### src/rtl/spm_pkg.sv
`default_nettype none

package spm_pkg;

  // Graph sizing.
  localparam int MAX_VERTICES = 15;
  localparam int WEIGHT_BITS  = 11;
  localparam int NVERT        = MAX_VERTICES + 1;
  localparam int VTX_BITS     = $clog2(NVERT);
  localparam int DIST_BITS    = 15;
  localparam int SUM_BITS     = DIST_BITS + 1;
  localparam int MAT_AW       = 2 * VTX_BITS;
  localparam int MAT_DEPTH    = NVERT * NVERT;

  // Distance that stands for "no path".
  localparam logic [DIST_BITS-1:0] INF_DIST = DIST_BITS'(32767);

  localparam logic [VTX_BITS-1:0] NO_VTX  = '0;
  localparam logic [VTX_BITS-1:0] MAX_VTX = VTX_BITS'(MAX_VERTICES);

  // Configuration register file.
  localparam int CFG_AW      = 3;
  localparam int CFG_DW      = 32;
  localparam int VCOUNT_BITS = 4;
  localparam logic [VCOUNT_BITS-1:0] VCOUNT_RESET = VCOUNT_BITS'(15);
  localparam logic REG_VERTEX_COUNT = 1'b0;

  // Request opcodes.
  typedef enum logic [1:0] {
    OP_EDGE  = 2'd0,
    OP_CLEAR = 2'd1,
    OP_QUERY = 2'd2,
    OP_NONE  = 2'd3
  } op_t;

  // What the result register is loaded with.
  typedef enum logic [1:0] {
    EMIT_HOP,
    EMIT_UNREACH,
    EMIT_SAME
  } emit_kind_t;

  typedef enum logic [3:0] {
    ST_IDLE,
    ST_DECODE,
    ST_EDGE_AB,
    ST_EDGE_BA,
    ST_SCAN,
    ST_DRAIN,
    ST_COMMIT,
    ST_PATH,
    ST_WALK,
    ST_EMIT_UNR,
    ST_EMIT_SAME
  } state_t;

  // Commands from the controller to the datapath.
  typedef struct packed {
    logic       load_req;
    logic       edge_wr_ab;
    logic       edge_wr_ba;
    logic       mat_clear;
    logic       query_init;
    logic       scan_issue;
    logic       scan_commit;
    logic       path_load;
    logic       emit;
    emit_kind_t emit_kind;
  } spm_cmd_t;

  // Status from the datapath to the controller.
  typedef struct packed {
    op_t  op;
    logic edge_ok;
    logic query_ok;
    logic same_vtx;
    logic scan_last;
    logic next_found;
    logic dest_unreach;
    logic hop_last;
    logic out_free;
  } spm_status_t;

endpackage

`default_nettype wire

### src/rtl/spm_ctrl.sv
`default_nettype none

module spm_ctrl
  import spm_pkg::*;
(
  input  wire logic        clk,
  input  wire logic        rst_n,
  input  wire logic        in_valid,
  output logic             in_stall,
  input  wire spm_status_t status,
  output spm_cmd_t         cmd
);

  state_t state_r, state_nxt;

  // State register.
  always_ff @(posedge clk) begin
    if (!rst_n) begin
      state_r <= ST_IDLE;
    end else begin
      state_r <= state_nxt;
    end
  end

  // Next state and command decode.
  always_comb begin
    state_nxt     = state_r;
    cmd           = '0;
    cmd.emit_kind = EMIT_HOP;
    in_stall      = (state_r != ST_IDLE);
    case (state_r)
      ST_IDLE: begin
        if (in_valid) begin
          cmd.load_req = 1'b1;
          state_nxt    = ST_DECODE;
        end
      end
      ST_DECODE: begin
        case (status.op)
          OP_EDGE: begin
            state_nxt = status.edge_ok ? ST_EDGE_AB : ST_IDLE;
          end
          OP_CLEAR: begin
            cmd.mat_clear = 1'b1;
            state_nxt     = ST_IDLE;
          end
          OP_QUERY: begin
            if (!status.query_ok) begin
              state_nxt = ST_EMIT_UNR;
            end else if (status.same_vtx) begin
              state_nxt = ST_EMIT_SAME;
            end else begin
              cmd.query_init = 1'b1;
              state_nxt      = ST_SCAN;
            end
          end
          default: state_nxt = ST_IDLE;
        endcase
      end
      ST_EDGE_AB: begin
        cmd.edge_wr_ab = 1'b1;
        state_nxt      = ST_EDGE_BA;
      end
      ST_EDGE_BA: begin
        cmd.edge_wr_ba = 1'b1;
        state_nxt      = ST_IDLE;
      end
      // Walk one matrix row, one neighbor per cycle.
      ST_SCAN: begin
        cmd.scan_issue = 1'b1;
        if (status.scan_last) begin
          state_nxt = ST_DRAIN;
        end
      end
      ST_DRAIN: begin
        state_nxt = ST_COMMIT;
      end
      ST_COMMIT: begin
        cmd.scan_commit = 1'b1;
        state_nxt       = status.next_found ? ST_SCAN : ST_PATH;
      end
      ST_PATH: begin
        if (status.dest_unreach) begin
          state_nxt = ST_EMIT_UNR;
        end else begin
          cmd.path_load = 1'b1;
          state_nxt     = ST_WALK;
        end
      end
      // Follow predecessors back from the destination.
      ST_WALK: begin
        if (status.out_free) begin
          cmd.emit      = 1'b1;
          cmd.emit_kind = EMIT_HOP;
          if (status.hop_last) begin
            state_nxt = ST_IDLE;
          end
        end
      end
      ST_EMIT_UNR: begin
        if (status.out_free) begin
          cmd.emit      = 1'b1;
          cmd.emit_kind = EMIT_UNREACH;
          state_nxt     = ST_IDLE;
        end
      end
      ST_EMIT_SAME: begin
        if (status.out_free) begin
          cmd.emit      = 1'b1;
          cmd.emit_kind = EMIT_SAME;
          state_nxt     = ST_IDLE;
        end
      end
      default: state_nxt = ST_IDLE;
    endcase
  end

endmodule

`default_nettype wire

### src/rtl/spm_dpath.sv
`default_nettype none

module spm_dpath
  import spm_pkg::*;
(
  input  wire logic                   clk,
  input  wire logic                   rst_n,
  input  wire spm_cmd_t               cmd,
  output spm_status_t                 status,
  input  wire logic [VTX_BITS-1:0]    vtx_count,
  input  wire logic [1:0]             in_cmd,
  input  wire logic [VTX_BITS-1:0]    in_from_vertex,
  input  wire logic [VTX_BITS-1:0]    in_to_vertex,
  input  wire logic [WEIGHT_BITS-1:0] in_edge_weight,
  input  wire logic                   out_stall,
  output logic                        out_valid,
  output logic [VTX_BITS-1:0]         out_hop_vertex,
  output logic [VTX_BITS-1:0]         out_hop_predecessor,
  output logic [DIST_BITS-1:0]        out_total_distance,
  output logic                        out_unreachable,
  output logic                        out_last_hop
);

  // Request registers.
  op_t                    req_op_r;
  logic [VTX_BITS-1:0]    req_a_r;
  logic [VTX_BITS-1:0]    req_b_r;
  logic [WEIGHT_BITS-1:0] req_w_r;

  // Adjacency matrix with per-entry valid bits.
  logic [WEIGHT_BITS-1:0] mat_mem [MAT_DEPTH];
  logic [MAT_DEPTH-1:0]   mat_vld_r;
  logic                   mat_wr_en;
  logic [MAT_AW-1:0]      mat_wr_addr;
  logic [MAT_AW-1:0]      mat_rd_addr;
  logic [WEIGHT_BITS-1:0] mat_rd_data_r;
  logic                   mat_rd_vld_r;

  // Search state.
  logic [VTX_BITS-1:0]    idx_r;
  logic                   proc_vld_r;
  logic [VTX_BITS-1:0]    proc_idx_r;
  logic [VTX_BITS-1:0]    curr_r;
  logic [DIST_BITS-1:0]   curr_dist_r;
  logic [DIST_BITS-1:0]   min_d_r;
  logic [VTX_BITS-1:0]    min_idx_r;
  logic [NVERT-1:0]       visited_r;
  logic [DIST_BITS-1:0]   dist_r [NVERT];
  logic [VTX_BITS-1:0]    pred_r [NVERT];
  logic [VTX_BITS-1:0]    walk_r;
  logic [DIST_BITS-1:0]   total_r;

  // Relaxation step signals.
  logic [VTX_BITS-1:0]    rd_vtx;
  logic [DIST_BITS-1:0]   dist_rd;
  logic [VTX_BITS-1:0]    pred_rd;
  logic [WEIGHT_BITS-1:0] edge_w;
  logic [SUM_BITS-1:0]    sum;
  logic [DIST_BITS-1:0]   sat_sum;
  logic                   vis;
  logic                   relax;
  logic [DIST_BITS-1:0]   new_d;
  logic                   take_min;

  // Result register.
  logic                   out_valid_r;
  logic [VTX_BITS-1:0]    out_vtx_r;
  logic [VTX_BITS-1:0]    out_pred_r;
  logic [DIST_BITS-1:0]   out_dist_r;
  logic                   out_unr_r;
  logic                   out_last_r;
  logic                   out_free;

  // Capture the request.
  always_ff @(posedge clk) begin
    if (!rst_n) begin
      req_op_r <= OP_NONE;
    end else if (cmd.load_req) begin
      req_op_r <= op_t'(in_cmd);
    end
  end

  always_ff @(posedge clk) begin
    if (cmd.load_req) begin
      req_a_r <= in_from_vertex;
      req_b_r <= in_to_vertex;
      req_w_r <= in_edge_weight;
    end
  end

  // Matrix ports: an edge write goes to both halves, a-b in EDGE_AB, then b-a in EDGE_BA.
  assign mat_wr_en   = cmd.edge_wr_ab | cmd.edge_wr_ba;
  assign mat_wr_addr = cmd.edge_wr_ab ? {req_a_r, req_b_r} : {req_b_r, req_a_r};
  assign mat_rd_addr = {curr_r, idx_r};

  always_ff @(posedge clk) begin
    if (mat_wr_en) begin
      mat_mem[mat_wr_addr] <= req_w_r;
    end
  end

  always_ff @(posedge clk) begin
    mat_rd_data_r <= mat_mem[mat_rd_addr];
  end

  // Valid bits make a clear take effect at once.
  always_ff @(posedge clk) begin
    if (!rst_n || cmd.mat_clear) begin
      mat_vld_r <= '0;
    end else if (mat_wr_en) begin
      mat_vld_r[mat_wr_addr] <= 1'b1;
    end
  end

  always_ff @(posedge clk) begin
    if (!rst_n) begin
      mat_rd_vld_r <= 1'b0;
    end else begin
      mat_rd_vld_r <= mat_vld_r[mat_rd_addr];
    end
  end

  // Shared read port of the distance and predecessor files.
  assign rd_vtx  = proc_vld_r ? proc_idx_r : walk_r;
  assign dist_rd = dist_r[rd_vtx];
  assign pred_rd = pred_r[rd_vtx];

  // Relax one neighbor and track the nearest unvisited vertex.
  always_comb begin
    edge_w   = mat_rd_vld_r ? mat_rd_data_r : '0;
    sum      = SUM_BITS'(edge_w) + SUM_BITS'(curr_dist_r);
    sat_sum  = (sum >= SUM_BITS'(INF_DIST)) ? INF_DIST : sum[DIST_BITS-1:0];
    vis      = visited_r[proc_idx_r];
    relax    = (edge_w != '0) && !vis && (dist_rd > sat_sum);
    new_d    = relax ? sat_sum : dist_rd;
    take_min = proc_vld_r && !vis && (new_d < min_d_r);
  end

  // Row scan counter and the processing stage behind the matrix read.
  always_ff @(posedge clk) begin
    if (!rst_n) begin
      proc_vld_r <= 1'b0;
    end else begin
      proc_vld_r <= cmd.scan_issue;
    end
  end

  always_ff @(posedge clk) begin
    if (cmd.query_init || cmd.scan_commit) begin
      idx_r <= VTX_BITS'(1);
    end else if (cmd.scan_issue) begin
      idx_r <= idx_r + VTX_BITS'(1);
    end
    if (cmd.scan_issue) begin
      proc_idx_r <= idx_r;
    end
  end

  // Current vertex and running minimum.
  always_ff @(posedge clk) begin
    if (cmd.query_init) begin
      curr_r      <= req_a_r;
      curr_dist_r <= '0;
    end else if (cmd.scan_commit && (min_idx_r != NO_VTX)) begin
      curr_r      <= min_idx_r;
      curr_dist_r <= min_d_r;
    end
    if (cmd.query_init || cmd.scan_commit) begin
      min_d_r   <= INF_DIST;
      min_idx_r <= NO_VTX;
    end else if (take_min) begin
      min_d_r   <= new_d;
      min_idx_r <= proc_idx_r;
    end
  end

  // A new query starts with only the source marked visited.
  always_ff @(posedge clk) begin
    if (!rst_n) begin
      visited_r <= '0;
    end else if (cmd.query_init) begin
      visited_r <= NVERT'(1) << req_a_r;
    end else if (cmd.scan_commit && (min_idx_r != NO_VTX)) begin
      visited_r[min_idx_r] <= 1'b1;
    end
  end

  // Distance and predecessor files: set up on query_init, then at most one write per relaxed neighbor.
  always_ff @(posedge clk) begin
    if (cmd.query_init) begin
      for (int i = 0; i < NVERT; i++) begin
        dist_r[i] <= (VTX_BITS'(i) == req_a_r) ? '0 : INF_DIST;
        pred_r[i] <= NO_VTX;
      end
    end else if (proc_vld_r && relax) begin
      dist_r[proc_idx_r] <= sat_sum;
      pred_r[proc_idx_r] <= curr_r;
    end
  end

  // Path walk pointer and the distance of the destination.
  always_ff @(posedge clk) begin
    if (cmd.query_init) begin
      walk_r <= req_b_r;
    end else if (cmd.emit && (cmd.emit_kind == EMIT_HOP)) begin
      walk_r <= pred_rd;
    end
    if (cmd.path_load) begin
      total_r <= dist_rd;
    end
  end

  // Result register, refilled while the previous result is taken.
  assign out_free = !out_valid_r || !out_stall;

  always_ff @(posedge clk) begin
    if (!rst_n) begin
      out_valid_r <= 1'b0;
    end else if (cmd.emit) begin
      out_valid_r <= 1'b1;
    end else if (!out_stall) begin
      out_valid_r <= 1'b0;
    end
  end

  always_ff @(posedge clk) begin
    if (cmd.emit) begin
      case (cmd.emit_kind)
        EMIT_HOP: begin
          out_vtx_r  <= walk_r;
          out_pred_r <= pred_rd;
          out_dist_r <= total_r;
          out_unr_r  <= 1'b0;
          out_last_r <= (pred_rd == req_a_r) || (pred_rd == NO_VTX);
        end
        EMIT_SAME: begin
          out_vtx_r  <= req_a_r;
          out_pred_r <= NO_VTX;
          out_dist_r <= '0;
          out_unr_r  <= 1'b0;
          out_last_r <= 1'b1;
        end
        default: begin
          out_vtx_r  <= req_b_r;
          out_pred_r <= NO_VTX;
          out_dist_r <= INF_DIST;
          out_unr_r  <= 1'b1;
          out_last_r <= 1'b1;
        end
      endcase
    end
  end

  assign out_valid           = out_valid_r;
  assign out_hop_vertex      = out_vtx_r;
  assign out_hop_predecessor = out_pred_r;
  assign out_total_distance  = out_dist_r;
  assign out_unreachable     = out_unr_r;
  assign out_last_hop        = out_last_r;

  // Status back to the controller.
  always_comb begin
    status.op           = req_op_r;
    status.edge_ok      = (req_a_r != NO_VTX) && (req_a_r <= MAX_VTX) &&
                          (req_b_r != NO_VTX) && (req_b_r <= MAX_VTX);
    status.query_ok     = (req_a_r != NO_VTX) && (req_a_r <= vtx_count) &&
                          (req_b_r != NO_VTX) && (req_b_r <= vtx_count);
    status.same_vtx     = (req_a_r == req_b_r);
    status.scan_last    = (idx_r == vtx_count);
    status.next_found   = (min_idx_r != NO_VTX);
    status.dest_unreach = (dist_rd >= INF_DIST);
    status.hop_last     = (pred_rd == req_a_r) || (pred_rd == NO_VTX);
    status.out_free     = out_free;
  end

endmodule

`default_nettype wire

### src/rtl/shortest_path_matrix.sv
// Shortest path engine over a small undirected weighted graph.
// Input channel (in_valid / in_stall): each request carries a command. An edge
// write stores one weight in both directions, a clear empties the matrix at
// once, and a query runs Dijkstra from in_from_vertex. After its setup, a
// query scans one matrix row per visited vertex, one neighbor per cycle from
// the single matrix read port, and then emits its hops. Only one request is
// in progress at a time; in_stall is high after acceptance until the request
// is done, for a query until its last result has been loaded.
// Result channel (out_valid / out_stall): one result per hop from the
// destination back to the source, last_hop set on the final one; a query that
// cannot be served gives one result flagged unreachable. A one-entry result
// register lets a new request be accepted while the last result waits. While
// out_stall is high the result is held and the path walk pauses.
// Configuration: register vertex_count at byte address 0, user writes it only
// while idle, which the block does not enforce. Reset (rst_n low, synchronous)
// empties the matrix, sets vertex_count to 15 and drops any pending result.
`default_nettype none

module shortest_path_matrix
  import spm_pkg::*;
(
  input  wire logic                   clk,
  input  wire logic                   rst_n,
  input  wire logic                   in_valid,
  output logic                        in_stall,
  input  wire logic [1:0]             in_cmd,
  input  wire logic [VTX_BITS-1:0]    in_from_vertex,
  input  wire logic [VTX_BITS-1:0]    in_to_vertex,
  input  wire logic [WEIGHT_BITS-1:0] in_edge_weight,
  output logic                        out_valid,
  input  wire logic                   out_stall,
  output logic [VTX_BITS-1:0]         out_hop_vertex,
  output logic [VTX_BITS-1:0]         out_hop_predecessor,
  output logic [DIST_BITS-1:0]        out_total_distance,
  output logic                        out_unreachable,
  output logic                        out_last_hop,
  input  wire logic                   cfg_psel,
  input  wire logic                   cfg_penable,
  input  wire logic                   cfg_pwrite,
  input  wire logic [CFG_AW-1:0]      cfg_paddr,
  input  wire logic [CFG_DW-1:0]      cfg_pwdata,
  output logic [CFG_DW-1:0]           cfg_prdata,
  output logic                        cfg_pready
);

  logic [VCOUNT_BITS-1:0] vcount_r;
  logic [VTX_BITS-1:0]    vtx_count;
  logic                   cfg_sel_vc;
  spm_cmd_t               cmd;
  spm_status_t            status;

  // Configuration register.
  assign cfg_pready = 1'b1;
  assign cfg_sel_vc = (cfg_paddr[CFG_AW-1] == REG_VERTEX_COUNT);

  always_ff @(posedge clk) begin
    if (!rst_n) begin
      vcount_r <= VCOUNT_RESET;
    end else if (cfg_psel && cfg_penable && cfg_pwrite && cfg_pready && cfg_sel_vc) begin
      vcount_r <= cfg_pwdata[VCOUNT_BITS-1:0];
    end
  end

  assign cfg_prdata = cfg_sel_vc ? CFG_DW'(vcount_r) : '0;

  // Effective vertex count: zero acts as one, clamped to the matrix size.
  always_comb begin
    if (vcount_r == '0) begin
      vtx_count = VTX_BITS'(1);
    end else if (VTX_BITS'(vcount_r) > MAX_VTX) begin
      vtx_count = MAX_VTX;
    end else begin
      vtx_count = VTX_BITS'(vcount_r);
    end
  end

  spm_ctrl u_ctrl (
    .clk      (clk),
    .rst_n    (rst_n),
    .in_valid (in_valid),
    .in_stall (in_stall),
    .status   (status),
    .cmd      (cmd)
  );

  spm_dpath u_dpath (
    .clk                 (clk),
    .rst_n               (rst_n),
    .cmd                 (cmd),
    .status              (status),
    .vtx_count           (vtx_count),
    .in_cmd              (in_cmd),
    .in_from_vertex      (in_from_vertex),
    .in_to_vertex        (in_to_vertex),
    .in_edge_weight      (in_edge_weight),
    .out_stall           (out_stall),
    .out_valid           (out_valid),
    .out_hop_vertex      (out_hop_vertex),
    .out_hop_predecessor (out_hop_predecessor),
    .out_total_distance  (out_total_distance),
    .out_unreachable     (out_unreachable),
    .out_last_hop        (out_last_hop)
  );

  // An accepted request always makes the block busy on the next cycle.
  a_busy_after_accept : assert property (@(posedge clk) disable iff (!rst_n)
    in_valid && !in_stall |=> in_stall)
    else $error("block not busy after accepting a request");

  // An unreachable result is always final and carries the infinite distance.
  a_unreach_form : assert property (@(posedge clk) disable iff (!rst_n)
    out_valid && out_unreachable |-> out_last_hop && (out_total_distance == INF_DIST))
    else $error("malformed unreachable result");

  // Any hop that is not the last one has a real predecessor.
  a_mid_hop_pred : assert property (@(posedge clk) disable iff (!rst_n)
    out_valid && !out_last_hop |-> (out_hop_predecessor != NO_VTX) && !out_unreachable)
    else $error("intermediate hop without predecessor");

endmodule

`default_nettype wire
### config.mk
export PLATFORM = sky130hd
export DESIGN_NAME = shortest_path_matrix
export DESIGN_NICKNAME = d
export VERILOG_FILES = /design/src/rtl/spm_pkg.sv /design/src/rtl/spm_ctrl.sv /design/src/rtl/spm_dpath.sv /design/src/rtl/shortest_path_matrix.sv
export SDC_FILE = /design/constraint.sdc
export NUM_CORES = 2
export LEC_CHECK = 0
export BUFFER_PORTS_ARGS = -buffer_cell sky130_fd_sc_hd__buf_2
export CORE_MARGIN = 2
export CORE_UTILIZATION = 60
export DETAILED_ROUTE_END_ITERATION = 10
export PLACE_DENSITY = 0.76
export SETUP_SLACK_MARGIN = 0.2
export SYNTH_ARGS = -nofsm -noshare
export SYNTH_HDL_FRONTEND = slang
export SYNTH_HIERARCHICAL = 1
export SYNTH_SLANG_ARGS = --single-unit
### constraint.sdc
create_clock -name clk -period 12.6 [get_ports clk]
set_input_delay 1.89 -clock clk [delete_from_list [all_inputs] [get_ports clk]]
set_output_delay 1.89 -clock clk [all_outputs]
set_load 0.05 [all_outputs]
==> metrics.txt <==
synthesized instance count=6836; share of cells above drive strength 1=26.2%; status=finished with violations; vias in the first global route=71100; CTS sink cnt=3525; clk_lat worst skew=0.96 ns; worst path required time=13.46 ns; Setup WS pre-CTS=4.11 ns; Via Count=70400; detailed placement HPWL=192000 um; row cnt=177; GRT Total Usage=28.8%; CP Max Fanout=43; Vias/cell=6.85; max-cap violations=2; HP Class=register to register; Leak=0.0494 uW; htree depth=5; Chip Width=487 um; violated checks=capacitance limit, slew limit; Critical Path Source Type=register; Hold Path Stages=1; largest net degree at the start of global routing=225; Port-buffer cells=63; synthesis-stage register bit count=3525; Max IR drop VDD=0.000169 V; drt pass-1 iters=5; final hold violations=0; leading cell type in the layout, fill and taps excluded=edfxtp_1; Max stage delay on crit path=0.81 ns; maximum clock frequency=115 MHz; area of the die=238000 um2; synthesized area=140000 um2; fin crit share=69.0%; CTS tree=done; worst reg2reg endpoint=u_dpath/min_d_r[6]; max_slew headroom=-1.08%; Yosys warning count=6; Post-synth top flop=edfxtp_1; post-synthesis sequential area ratio=73.1%; ANT nets after route=0; Slew @ Worst Pin=1.50 ns; setup slack, reg-to-reg=3.91 ns; fin. max-slew vios=4; Starting Density=60.3%; Setup WS post-layout=3.91 ns; GPL Wtd Cong=0.877; cell family with most CP delay=compound AO/OA/AOI/OAI gates; initial drt markers=9371; I/O Pins=123; Clock Skew=0.0723 ns; PD cells=185 nW/um2; worst path bufs/invs=3; Clock Path Buffers=4; Worst Setup Path Type=register to register; Hold-fix buffers, CTS=0; Placed Area=144000 um2; origin of the critical flop-to-flop path=u_dpath/proc_vld_r; commonest non-fill, non-tap cells in the layout=edfxtp_1 (3191), mux4_2 (1091), clkbuf_16 (365); final setup TNS=0 ns; Reg clk slew, reported paths=0.06 ns; RSZ-0062 raised after global routing=false; synthesized area per cell=20.5 um2; final net count=7064; Clock Tree Root=clkbuf_16; Setup violations, final=0; hold_sp=u_dpath/mat_vld_r[222]; Yosys cell types=87; Slowest-stage cell, CP=dfxtp_1; Setup crit end kind=register; cell area after layout=155000 um2; post_cts resized=0; post-CTS setup buffer count=0; Chip Height=487 um; Layout Area Growth over Synthesis=10.6%; Hold Path End=u_dpath/mat_vld_r[222]; Post-route DRC=0; global-route wire length before repair=495000 um; initial antenna violation count=18; CORE AREA=233000 um2; crit path DAT=9.55 ns; Period minus WS final=8.69 ns; final WL=339000 um; wire length per cell=32.9 um; Synth async-reset ratio=0%; CTS Buf Count=356; worst reg-to-reg path cell count=28; Post-synth EDFFs=3191; Congestion Overflow GR=0
## final cells by class
class / instances / area [um2]
clock inverter: 147 / 1290
inverter: 39 / 156
clock buffer: 486 / 9850
multi-input combinational: 2805 / 35600
tap: 3043 / 3810
fill: 14200 / 77500
sequential: 3525 / 103000
timing repair buffer: 231 / 1750
antenna: 7 / 17.5
## sequential cells by signal, indices dropped and copies added (netlist names), 11 cells and up
register,flops
u_dpath/min_d_r,15
u_dpath/dist_r,240
u_dpath/mat_rd_data_r,11
u_dpath/req_w_r,11
u_dpath/mat_mem,2816
u_dpath/visited_r,16
u_dpath/total_r,15
u_dpath/pred_r,64
u_dpath/out_total_distance,15
u_dpath/curr_dist_r,15
u_dpath/mat_vld_r,256
## routing by layer
layer	vias up	wire [um]	track usage (%)
met3	714	33100	5.74
met4	20	14200	11.2
met1	37200	125000	40.1
met5	-	128	0
li1	28400	-	-
met2	4032	166000	45.7
## where the power goes
group          internal [uW]  switching (uW)  leakage (uW)
clock network           5860            4330       0.00546
registers              13000             162        0.0313
logic                   2460            2880        0.0126
total                  21300            7360        0.0494
## per-stage QoR
stage               power [uW]  util (%)  hold WS, ns  instances
floorplan                17100         -        0.406       6863
global placement         18600      61.9        0.440       9643
detailed placement       18700      61.9        0.447       9643
CTS                      28800      66.7        0.460      10300
global route             29500      66.7        0.473      10300
finish                   28700      66.7        0.459      10300
## cell families (layout without fill, tap and decap cells)
logic type	count (synthesis)	after routing	share of synthesized area, %
buf+inv	533	903	1.61
compound gates	624	624	3.11
mux	1287	1287	19.0
other cells	2	36	0.00536
xor+xnor	27	27	0.169
fa+ha+maj	46	46	0.413
simple gates	792	792	2.61
flops	3525	3525	73.1
## Yosys cell counts, types with 28 or more instances
cell type | count | area (um2)
nand2_1 | 168 | 631
mux2i_1 | 173 | 1730
and3_1 | 37 | 231
inv_1 | 38 | 143
clkbuf_1 | 310 | 1160
dfxtp_1 | 334 | 6690
o21ai_0 | 30 | 150
nand3_1 | 28 | 140
buf_1 | 91 | 342
a211oi_1 | 28 | 210
buf_2 | 44 | 220
o21a_1 | 262 | 1970
a21oi_1 | 163 | 816
ha_1 | 42 | 526
and2_1 | 51 | 319
mux4_2 | 1091 | 24600
buf_4 | 44 | 330
edfxtp_1 | 3191 | 95800
nor2_1 | 356 | 1340
a21o_1 | 40 | 300
nor3_1 | 31 | 155
## worst register-to-register path, delay by kind of cell (launching register included)
family	cells	cell delay (ns)
buffers and inverters	3	1.48
AND/OR/NAND/NOR	8	1.57
adder cells (fa/ha/maj)	2	0.72
flip-flops	1	0.81
AO/OA/AOI/OAI	12	3.03
multiplexers	3	1.03
## worst max path at each step
stage	slack (ns)	to	cells past startpoint	from
3_5_place_dp	4.11	u_dpath/min_d_r[6]	28	u_dpath/proc_vld_r
6_report	3.91	u_dpath/min_d_r[6]	28	u_dpath/proc_vld_r
5_1_grt	3.60	u_dpath/min_d_r[6]	28	u_dpath/proc_vld_r
2_1_floorplan	5.23	u_dpath/min_d_r[10]	30	u_dpath/proc_vld_r
4_1_cts	4.06	u_dpath/min_d_r[6]	28	u_dpath/proc_vld_r
3_3_place_gp	4.19	u_dpath/min_d_r[12]	28	u_dpath/proc_vld_r
Power figures use the tool's default switching activity.
